### src/sv/tsa_pkg.sv
package tsa_pkg;

	localparam int MAX_SIZE_LOG2 = 12;

	// column/row counter width
	localparam int CNT_W      = MAX_SIZE_LOG2;
	localparam int LOG_W      = 4;
	localparam int BPP_W      = 3;
	localparam int PIX_W      = 32;
	localparam int OFF_W      = 26;
	// swizzled pixel index before byte scaling
	localparam int SUM_W      = 2 * MAX_SIZE_LOG2 + 2;
	localparam int SH_W       = $clog2(SUM_W);
	localparam int CFG_IDX_W  = 2;
	localparam int CFG_DATA_W = 4;

	// skid queue between front and back
	localparam int QDEPTH  = 2;
	localparam int QPTR_W  = $clog2(QDEPTH);
	localparam int QCNT_W  = $clog2(QDEPTH + 1);

	localparam logic [CFG_IDX_W-1:0] CFG_WIDTH_LOG2  = 2'd0;
	localparam logic [CFG_IDX_W-1:0] CFG_HEIGHT_LOG2 = 2'd1;
	localparam logic [CFG_IDX_W-1:0] CFG_BPP         = 2'd2;

	localparam logic [LOG_W-1:0] WIDTH_LOG2_RST  = 4'd0;
	localparam logic [LOG_W-1:0] HEIGHT_LOG2_RST = 4'd0;
	localparam logic [BPP_W-1:0] BPP_RST         = 3'd4;

	typedef struct packed {
		logic [LOG_W-1:0] width_log2;
		logic [LOG_W-1:0] height_log2;
		logic [BPP_W-1:0] bytes_per_pixel;
	} cfg_t;

	typedef struct packed {
		logic [CNT_W-1:0] column;
		logic [CNT_W-1:0] row;
		logic [PIX_W-1:0] pixel;
		logic             last;
	} entry_t;

	// saturate a log2 register at the largest supported size
	function automatic logic [SH_W-1:0] clamp_log2(input logic [LOG_W-1:0] v);
		logic [SH_W-1:0] r;
		if (int'(v) > MAX_SIZE_LOG2) begin
			r = SH_W'(MAX_SIZE_LOG2);
		end else begin
			r = SH_W'(v);
		end
		return r;
	endfunction

	// place bit b of v at position 2*b
	function automatic logic [2*CNT_W-1:0] spread_bits(input logic [CNT_W-1:0] v);
		logic [2*CNT_W-1:0] r;
		r = '0;
		for (int b = 0; b < CNT_W; b++) begin
			r[2*b] = v[b];
		end
		return r;
	endfunction

endpackage

### src/sv/tsa_front.sv
module tsa_front import tsa_pkg::*; (
	input  logic   clk,
	input  logic   arst_n,
	input  cfg_t   cfg,
	input  logic   push,
	input  logic [PIX_W-1:0] pixel_value,
	output entry_t entry
);

	logic [CNT_W-1:0] column_q;
	logic [CNT_W-1:0] row_q;
	logic [SH_W-1:0]  wl;
	logic [SH_W-1:0]  hl;
	logic [CNT_W:0]   col_inc;
	logic [CNT_W:0]   row_inc;
	logic             col_end;
	logic             row_end;

	always_comb begin
		wl      = clamp_log2(cfg.width_log2);
		hl      = clamp_log2(cfg.height_log2);
		col_inc = {1'b0, column_q} + (CNT_W+1)'(1);
		row_inc = {1'b0, row_q} + (CNT_W+1)'(1);
		col_end = col_inc >= ((CNT_W+1)'(1) << wl);
		row_end = row_inc >= ((CNT_W+1)'(1) << hl);
	end

	assign entry.column = column_q;
	assign entry.row    = row_q;
	assign entry.pixel  = pixel_value;
	assign entry.last   = col_end && row_end;

	// raster walk: wrap the column at the line end, the row at the image end
	always_ff @(posedge clk or negedge arst_n) begin
		if (!arst_n) begin
			column_q <= '0;
			row_q    <= '0;
		end else if (push) begin
			if (col_end) begin
				column_q <= '0;
				if (row_end) begin
					row_q <= '0;
				end else begin
					row_q <= row_inc[CNT_W-1:0];
				end
			end else begin
				column_q <= col_inc[CNT_W-1:0];
			end
		end
	end

endmodule

### src/sv/tsa_queue.sv
module tsa_queue import tsa_pkg::*; (
	input  logic   clk,
	input  logic   arst_n,
	input  logic   push,
	input  entry_t push_entry,
	input  logic   pop,
	output entry_t head,
	output logic   head_valid,
	output logic   full
);

	entry_t            slot_q [QDEPTH];
	logic [QPTR_W-1:0] wptr_q;
	logic [QPTR_W-1:0] rptr_q;
	logic [QCNT_W-1:0] count_q;

	assign head       = slot_q[rptr_q];
	assign head_valid = count_q != '0;
	assign full       = count_q == QCNT_W'(QDEPTH);

	always_ff @(posedge clk) begin
		if (push) begin
			slot_q[wptr_q] <= push_entry;
		end
	end

	always_ff @(posedge clk or negedge arst_n) begin
		if (!arst_n) begin
			wptr_q  <= '0;
			rptr_q  <= '0;
			count_q <= '0;
		end else begin
			if (push) begin
				wptr_q <= (int'(wptr_q) == QDEPTH - 1) ? '0 : wptr_q + QPTR_W'(1);
			end
			if (pop) begin
				rptr_q <= (int'(rptr_q) == QDEPTH - 1) ? '0 : rptr_q + QPTR_W'(1);
			end
			if (push && !pop) begin
				count_q <= count_q + QCNT_W'(1);
			end else if (pop && !push) begin
				count_q <= count_q - QCNT_W'(1);
			end
		end
	end

endmodule

### src/sv/tsa_back.sv
module tsa_back import tsa_pkg::*; (
	input  logic   clk,
	input  logic   arst_n,
	input  cfg_t   cfg,
	input  entry_t head,
	input  logic   head_valid,
	output logic   pop,
	output logic   out_valid,
	input  logic   out_stall,
	output logic [OFF_W-1:0] dest_offset,
	output logic [PIX_W-1:0] pixel_out,
	output logic             last_pixel
);

	logic [SH_W-1:0]  wl;
	logic [SH_W-1:0]  hl1;
	logic [CNT_W-1:0] y_lo;
	logic [CNT_W-1:0] y_hi;
	logic [CNT_W-1:0] x_lo;
	logic [CNT_W-1:0] x_hi;
	logic [SUM_W-1:0] sy;
	logic [SUM_W-1:0] sx;

	logic             valid_s1;
	logic [SUM_W-1:0] sum_s1;
	logic [PIX_W-1:0] pixel_s1;
	logic             last_s1;

	logic             valid_s2;
	logic [OFF_W-1:0] offset_s2;
	logic [PIX_W-1:0] pixel_s2;
	logic             last_s2;

	logic             adv_s1;
	logic             adv_s2;

	// row bits to odd positions, column bits to even positions; the part
	// beyond the block edge is a block number placed above the interleave
	always_comb begin
		wl   = clamp_log2(cfg.width_log2);
		hl1  = clamp_log2(cfg.height_log2) + SH_W'(1);
		y_lo = head.row & ~({CNT_W{1'b1}} << wl);
		y_hi = head.row >> wl;
		x_lo = head.column & ~({CNT_W{1'b1}} << hl1);
		x_hi = head.column >> hl1;
		sy   = (SUM_W'(spread_bits(y_lo)) << 1) | (SUM_W'(y_hi) << (wl << 1));
		sx   = SUM_W'(spread_bits(x_lo)) | (SUM_W'(x_hi) << ((hl1 << 1) - SH_W'(1)));
	end

	assign adv_s2 = !valid_s2 || !out_stall;
	assign adv_s1 = !valid_s1 || adv_s2;
	assign pop    = head_valid && adv_s1;

	always_ff @(posedge clk) begin
		if (adv_s1) begin
			sum_s1   <= sx + sy;
			pixel_s1 <= head.pixel;
			last_s1  <= head.last;
		end
		if (adv_s2) begin
			offset_s2 <= OFF_W'(sum_s1 * cfg.bytes_per_pixel);
			pixel_s2  <= pixel_s1;
			last_s2   <= last_s1;
		end
	end

	always_ff @(posedge clk or negedge arst_n) begin
		if (!arst_n) begin
			valid_s1 <= 1'b0;
			valid_s2 <= 1'b0;
		end else begin
			if (adv_s1) begin
				valid_s1 <= head_valid;
			end
			if (adv_s2) begin
				valid_s2 <= valid_s1;
			end
		end
	end

	assign out_valid   = valid_s2;
	assign dest_offset = offset_s2;
	assign pixel_out   = pixel_s2;
	assign last_pixel  = last_s2;

endmodule

### src/sv/texture_swizzle_address_top.sv
// Morton (Z-order) swizzle address generator. Feed texture pixels in raster
// order on the input channel; each comes back on the output channel with its
// byte offset in the swizzled layout, the pixel value unchanged, and a flag
// on the final pixel of the image. Column and row counters run internally,
// start at zero after reset and wrap at the image end; register writes do
// not clear them. Width and height are powers of two given as log2 (values
// above 12 act as 12); non-square images are folded into square or 2:1
// blocks. The offset is the pixel index times bytes_per_pixel, low 26 bits.
// Throughput is one pixel per clock while neither in_stall nor out_stall holds
// the flow. The queue slot is written at the input transfer, then the two
// back-end stages (interleave and add, then byte scaling) are registered in
// turn before output valid rises. A two-entry queue parts the counter front
// end from the address back end, so input transfers continue until the queue
// fills while a result waits. Write configuration only while no pixel is in
// flight; cfg_ready is always high.
module texture_swizzle_address_top import tsa_pkg::*; (
	input  logic                  clk,
	input  logic                  arst_n,
	// configuration writes
	input  logic                  cfg_valid,
	output logic                  cfg_ready,
	input  logic [CFG_IDX_W-1:0]  cfg_index,
	input  logic [CFG_DATA_W-1:0] cfg_data,
	// pixel input
	input  logic                  in_valid,
	output logic                  in_stall,
	input  logic [PIX_W-1:0]      pixel_value,
	// addressed pixel output
	output logic                  out_valid,
	input  logic                  out_stall,
	output logic [OFF_W-1:0]      dest_offset,
	output logic [PIX_W-1:0]      pixel_out,
	output logic                  last_pixel
);

	cfg_t   cfg_q;
	entry_t push_entry;
	entry_t head;
	logic   head_valid;
	logic   pop;
	logic   full;
	logic   push;

	// configuration registers
	assign cfg_ready = 1'b1;

	always_ff @(posedge clk or negedge arst_n) begin
		if (!arst_n) begin
			cfg_q.width_log2      <= WIDTH_LOG2_RST;
			cfg_q.height_log2     <= HEIGHT_LOG2_RST;
			cfg_q.bytes_per_pixel <= BPP_RST;
		end else if (cfg_valid && cfg_ready) begin
			unique case (cfg_index)
				CFG_WIDTH_LOG2:  cfg_q.width_log2      <= cfg_data[LOG_W-1:0];
				CFG_HEIGHT_LOG2: cfg_q.height_log2     <= cfg_data[LOG_W-1:0];
				CFG_BPP:         cfg_q.bytes_per_pixel <= cfg_data[BPP_W-1:0];
				default: ;
			endcase
		end
	end

	// hold the input while the queue is full
	assign in_stall = full;
	assign push     = in_valid && !full;

	// front end: raster counters, last-pixel detect
	tsa_front u_front (
		.clk         (clk),
		.arst_n      (arst_n),
		.cfg         (cfg_q),
		.push        (push),
		.pixel_value (pixel_value),
		.entry       (push_entry)
	);

	tsa_queue u_queue (
		.clk        (clk),
		.arst_n     (arst_n),
		.push       (push),
		.push_entry (push_entry),
		.pop        (pop),
		.head       (head),
		.head_valid (head_valid),
		.full       (full)
	);

	// back end: interleave, block fold, byte scaling, output register
	tsa_back u_back (
		.clk         (clk),
		.arst_n      (arst_n),
		.cfg         (cfg_q),
		.head        (head),
		.head_valid  (head_valid),
		.pop         (pop),
		.out_valid   (out_valid),
		.out_stall   (out_stall),
		.dest_offset (dest_offset),
		.pixel_out   (pixel_out),
		.last_pixel  (last_pixel)
	);

endmodule
### config.mk
export PLATFORM = sky130hd
export DESIGN_NAME = texture_swizzle_address_top
export DESIGN_NICKNAME = d
export VERILOG_FILES = /design/src/sv/tsa_pkg.sv /design/src/sv/tsa_front.sv /design/src/sv/tsa_queue.sv /design/src/sv/tsa_back.sv /design/src/sv/texture_swizzle_address_top.sv
export SDC_FILE = /design/constraint.sdc
export NUM_CORES = 1
export LEC_CHECK = 0
export ABC_AREA = 1
export BUFFER_PORTS_ARGS = -buffer_cell sky130_fd_sc_hd__clkbuf_2
export CORE_ASPECT_RATIO = 1.1
export CORE_MARGIN = 4
export CORE_UTILIZATION = 50
export DETAILED_ROUTE_END_ITERATION = 7
export PLACE_DENSITY = 0.69
export SYNTH_ARGS = -nofsm -noshare
export SYNTH_HDL_FRONTEND = slang
export SYNTH_HIERARCHICAL = 1
export SYNTH_SLANG_ARGS = --single-unit
### constraint.sdc
create_clock -name clk -period 7.05 [get_ports clk]
set_input_delay 0.3525 -clock clk [delete_from_list [all_inputs] [get_ports clk]]
set_output_delay 0.3525 -clock clk [all_outputs]
set_load 0.01 [all_outputs]
==> metrics.md <==
| Metric | Value |
|---|---|
| Sequential area share after synthesis | `46.9%` |
| Worst Reg-to-Reg Cells | `21` |
| GP Congestion | `1.02` |
| H-Tree Level Count | `1` |
| Initial antenna violation count | `0` |
| Via count | `12,700` |
| Actual slew at the worst max-slew pin | `1110 ps` |
| Final worst-path cycle share | `79.5%` |
| DP Wirelength | `29,300 um` |
| Reg2reg start | `cfg_q[5]` |
| Max Slew Vio Count | `0` |
| Root buf cell | `clkbuf_16` |
| TNS Setup | `0 ps` |
| CP delay by family, top | `compound AO/OA/AOI/OAI gates` |
| Netlist Area Pre-Place | `0.0170 mm2` |
| Ys async rst share | `15.0%` |
| Pleak | `8.51 nW` |
| CTS Sinks | `273` |
| Skew final | `11.8 ps` |
| Final min period | `5600 ps` |
| WL per Instance | `16.5 um` |
| Core area | `0.0335 mm2` |
| Final Hold Slack | `44.5 ps` |
| Total nets after synthesis | `1,979` |
| Max stage delay on crit path | `840 ps` |
| Setup violators final | `0` |
| Cell Count Post-Placement | `2,294` |
| Clk Latency, worst-skew pair | `560 ps` |
| Fin. Hold Viols | `0` |
| Top Ports | `105` |
| Relative slew slack | `25.9%` |
| Global Route Usage Sum | `20.6%` |
| Top cell type by total area after synthesis | `edfxtp_1` |
| Crit path to | `u_back/sum_s1[22]` |
| Unique masters post-synth | `60` |
| Ant diodes | `0` |
| Max IR drop VDD | `0.253 mV` |
| Primary FF master, synth | `edfxtp_1` |
| Pwr Density | `414 mW/mm2` |
| Die X | `184 um` |
| Run status | `completed` |
| Area growth syn-to-layout | `10.7%` |
| Row count | `70` |
| Fillers | `2,967` |
| Post-synth EDFFs | `232` |
| Total CTS buffers | `27` |
| Non-Filler Instances | `2,377` |
| Setup crit start kind | `flip-flop` |
| Worst path cell trace | `nand2_4 -> nand2_4 -> inv_1 -> ha_1 -> ha_1 -> nor2_1 -> inv_1 -> o21ai_0 -> nor2_1 -> nand2_1 -> nand2_1 -> nand2_1 -> nor2_1 -> nand2_1 -> o21ai_0 -> ha_1 -> nand2_1 -> o21ai_0 -> a21oi_1 -> o311ai_0 -> xor2_1` |
| RSZ-0062 raised after global routing | `no` |
| PortBufs | `103` |
| Max-cap viol count | `0` |
| Synthesized area per cell | `9.31 um2` |
| Reg2reg end | `u_back/sum_s1[22]` |
| CP max FO | `32` |
| CP max-delay cell | `dfrtp_1` |
| DRC errors left | `0` |
| Post-DR vias/cell | `5.35` |
| Starting Density | `51.0%` |
| Reg2Reg Setup Slack | `1450 ps` |
| CTS tree | `done` |
| CP Depth | `21` |
| Yosys Warn Count | `6` |
| Gr ovfl total | `0` |
| Critical setup path kind | `flip-flop to flip-flop` |
| Die area | `0.0371 mm2` |
| Top post-synthesis cells by area | `edfxtp_1 41%, nand2_1 10%, dfrtp_1 5.9%, ha_1 5.9%, nand3_1 4.5%` |
| Post-DRT Antenna Nets | `0` |
| First-pass GRT wire length | `62,400 um` |
| Arr. time, crit path | `5880 ps` |
| Nets | `2,072` |
| #FFs+latches synth | `273` |
| Initial DRC count | `1,027` |
| First drt pass iteration count | `5` |
| Critical Path RT | `7330 ps` |
| Pin count of the biggest net entering global routing | `61` |
| Max Freq | `178 MHz` |
| Synth Instances | `1,831` |
| Worst-path clk slew | `70 ps` |
| Layout cells sized above 1 | `15.1%` |
| CTS Buffer Depth | `3` |
| Crit end category | `flip-flop` |
| Vias in the first global route | `12,300` |
| Crit-path most repeated cell | `nand2_1` |
| Buf/Inv on CP | `2` |
| Die height | `202 um` |
| Worst Setup SP | `cfg_q[5]` |
| Hold Crit Class | `primary input to flip-flop` |
| Area share of the largest cell type after synthesis | `40.9%` |
| Routed WL | `39,100 um` |
-- cells by family after synthesis --
family | count (synthesis) | synth area share, %
xor+xnor | 64 | 3.33
buf+inv | 283 | 7.78
simple gates | 848 | 22.1
fa+ha+maj | 105 | 8.81
other cells | 2 | 0.0440
mux | 57 | 4.21
compound gates | 199 | 6.83
flops | 273 | 46.9
-- registers in the layout, indices dropped and copies added, names as in the netlist --
| register | cells |
|---|---|
| cfg_q | 11 |
| u_back/out_valid | 1 |
| u_back/dest_offset | 26 |
| u_back/pixel_s1 | 32 |
| u_queue/slot_q | 114 |
| u_front/row_q | 12 |
| u_back/valid_s1 | 1 |
| u_queue/rptr_q | 1 |
| u_queue/wptr_q | 1 |
| u_back/sum_s1 | 26 |
| u_back/last_pixel | 1 |
| u_queue/count_q | 2 |
| u_back/pixel_out | 32 |
| u_back/last_s1 | 1 |
| u_front/column_q | 12 |
-- power by group --
part	internal, mW	leakage (nW)	switching, mW	total (mW)
registers	2.54	2.82	0.305	2.85
logic	1.23	5.25	2.27	3.51
clock network	0.843	0.440	0.612	1.45
total	4.62	8.51	3.19	7.81
-- synth_stat cells, types with 10 or more instances --
master    number
fa_1          25
nand3_1      153
xor2_1        45
mux2_4        20
clkbuf_1      16
a21oi_1       67
buf_2         14
dfrtp_1       40
o21ai_0       55
inv_1        193
ha_1          80
nor2_1       122
nand4_1       27
nand2_1      469
o21ai_1       21
nand3_2       16
o21ai_2       12
nor3_1        11
xnor2_1       18
edfxtp_1     232
o211ai_1      10
buf_6         11
mux2_2        37
buf_4         35
-- per-layer routing --
metal | part of all wire (%) | track usage, % | up-vias | routed length [um]
li1 | - | - | 6327 | -
met1 | 44 | 27.1 | 6007 | 17200
met2 | 49 | 35.7 | 333 | 19200
met3 | 4.4 | 2.28 | 59 | 1720
met4 | 2.6 | 6.02 | 0 | 1030
met5 | 0 | 0 | - | 0
-- layout make-up --
| cell class | instances | area, um2 | share of cell area, % |
|---|---|---|---|
| clock buffers | 35 | 726 | 3.85 |
| multi-input cells | 1275 | 7750 | 41.1 |
| flip-flops and latches | 273 | 8000 | 42.4 |
| clock inverters | 15 | 175 | 0.928 |
| repair buffers | 145 | 913 | 4.84 |
| well taps | 432 | 541 | 2.86 |
| inverters | 202 | 763 | 4.05 |
-- worst register-to-register path: cells and delay by family (launching register included) --
| kind | cells | cell delay, ps |
|---|---|---|
| AOI/OAI and AO/OA | 5 | 1380 |
| and+or+nand+nor | 10 | 1360 |
| xor gates and xnor gates | 1 | 160 |
| adders and majority gates | 3 | 1100 |
| DFF | 1 | 840 |
| buffers and inverters | 2 | 480 |
-- metrics by stage --
| step | cell area (um2) | power (mW) | setup WS [ps] | util, % |
|---|---|---|---|---|
| after detailed placement | 17600 | 6.36 | 1570 | 52.7 |
| after floorplan | 17000 | 5.48 | 2920 | - |
| after global placement | 17600 | 6.30 | 1530 | 52.7 |
| after global routing | 18900 | 8.40 | 976 | 56.4 |
| final | 18900 | 7.81 | 1450 | 56.4 |
| after CTS | 18900 | 7.86 | 1540 | 56.4 |
-- placed cells by master, fill, tap and decap left out, types with 20 or more instances in the layout --
cell,netlist,final
mux2_4,20,20
fa_1,25,25
o21ai_1,21,21
nor2_1,122,120
nand4_1,27,27
clkbuf_2,1,103
edfxtp_1,232,232
xor2_1,45,45
nand2_1,469,468
a21oi_1,67,67
mux2_2,37,37
o21ai_0,55,55
clkbuf_16,0,27
inv_1,193,192
dfrtp_1,40,39
dlygate4sd3_1,0,33
ha_1,80,80
nand3_1,153,152
-- repair_timing --
| action | in CTS | in global routing |
|---|---|---|
| hold buffers | 33 | 0 |
| buffers inserted | 0 | 0 |
| endpoints found under the setup margin | 0 | 0 |
| resized for setup | 0 | 0 |
| hold endpoints to repair | 104 | 0 |
-- worst min path at each step --
stage / startpoint / to / slack (ps) / depth (start not counted)
finish: cfg_data[2] / cfg_q[2] / 40 / 3
global route: cfg_data[2] / cfg_q[2] / 30 / 3
CTS: cfg_data[2] / cfg_q[2] / 20 / 3
detailed placement: u_back/pixel_s1[10] / u_back/pixel_out[10] / 400 / 0
global placement: u_back/pixel_s1[8] / u_back/pixel_out[8] / 400 / 0
floorplan: arst_n / cfg_q[0] / 60 / 0
Note: power is estimated with default switching activity, not from simulation.
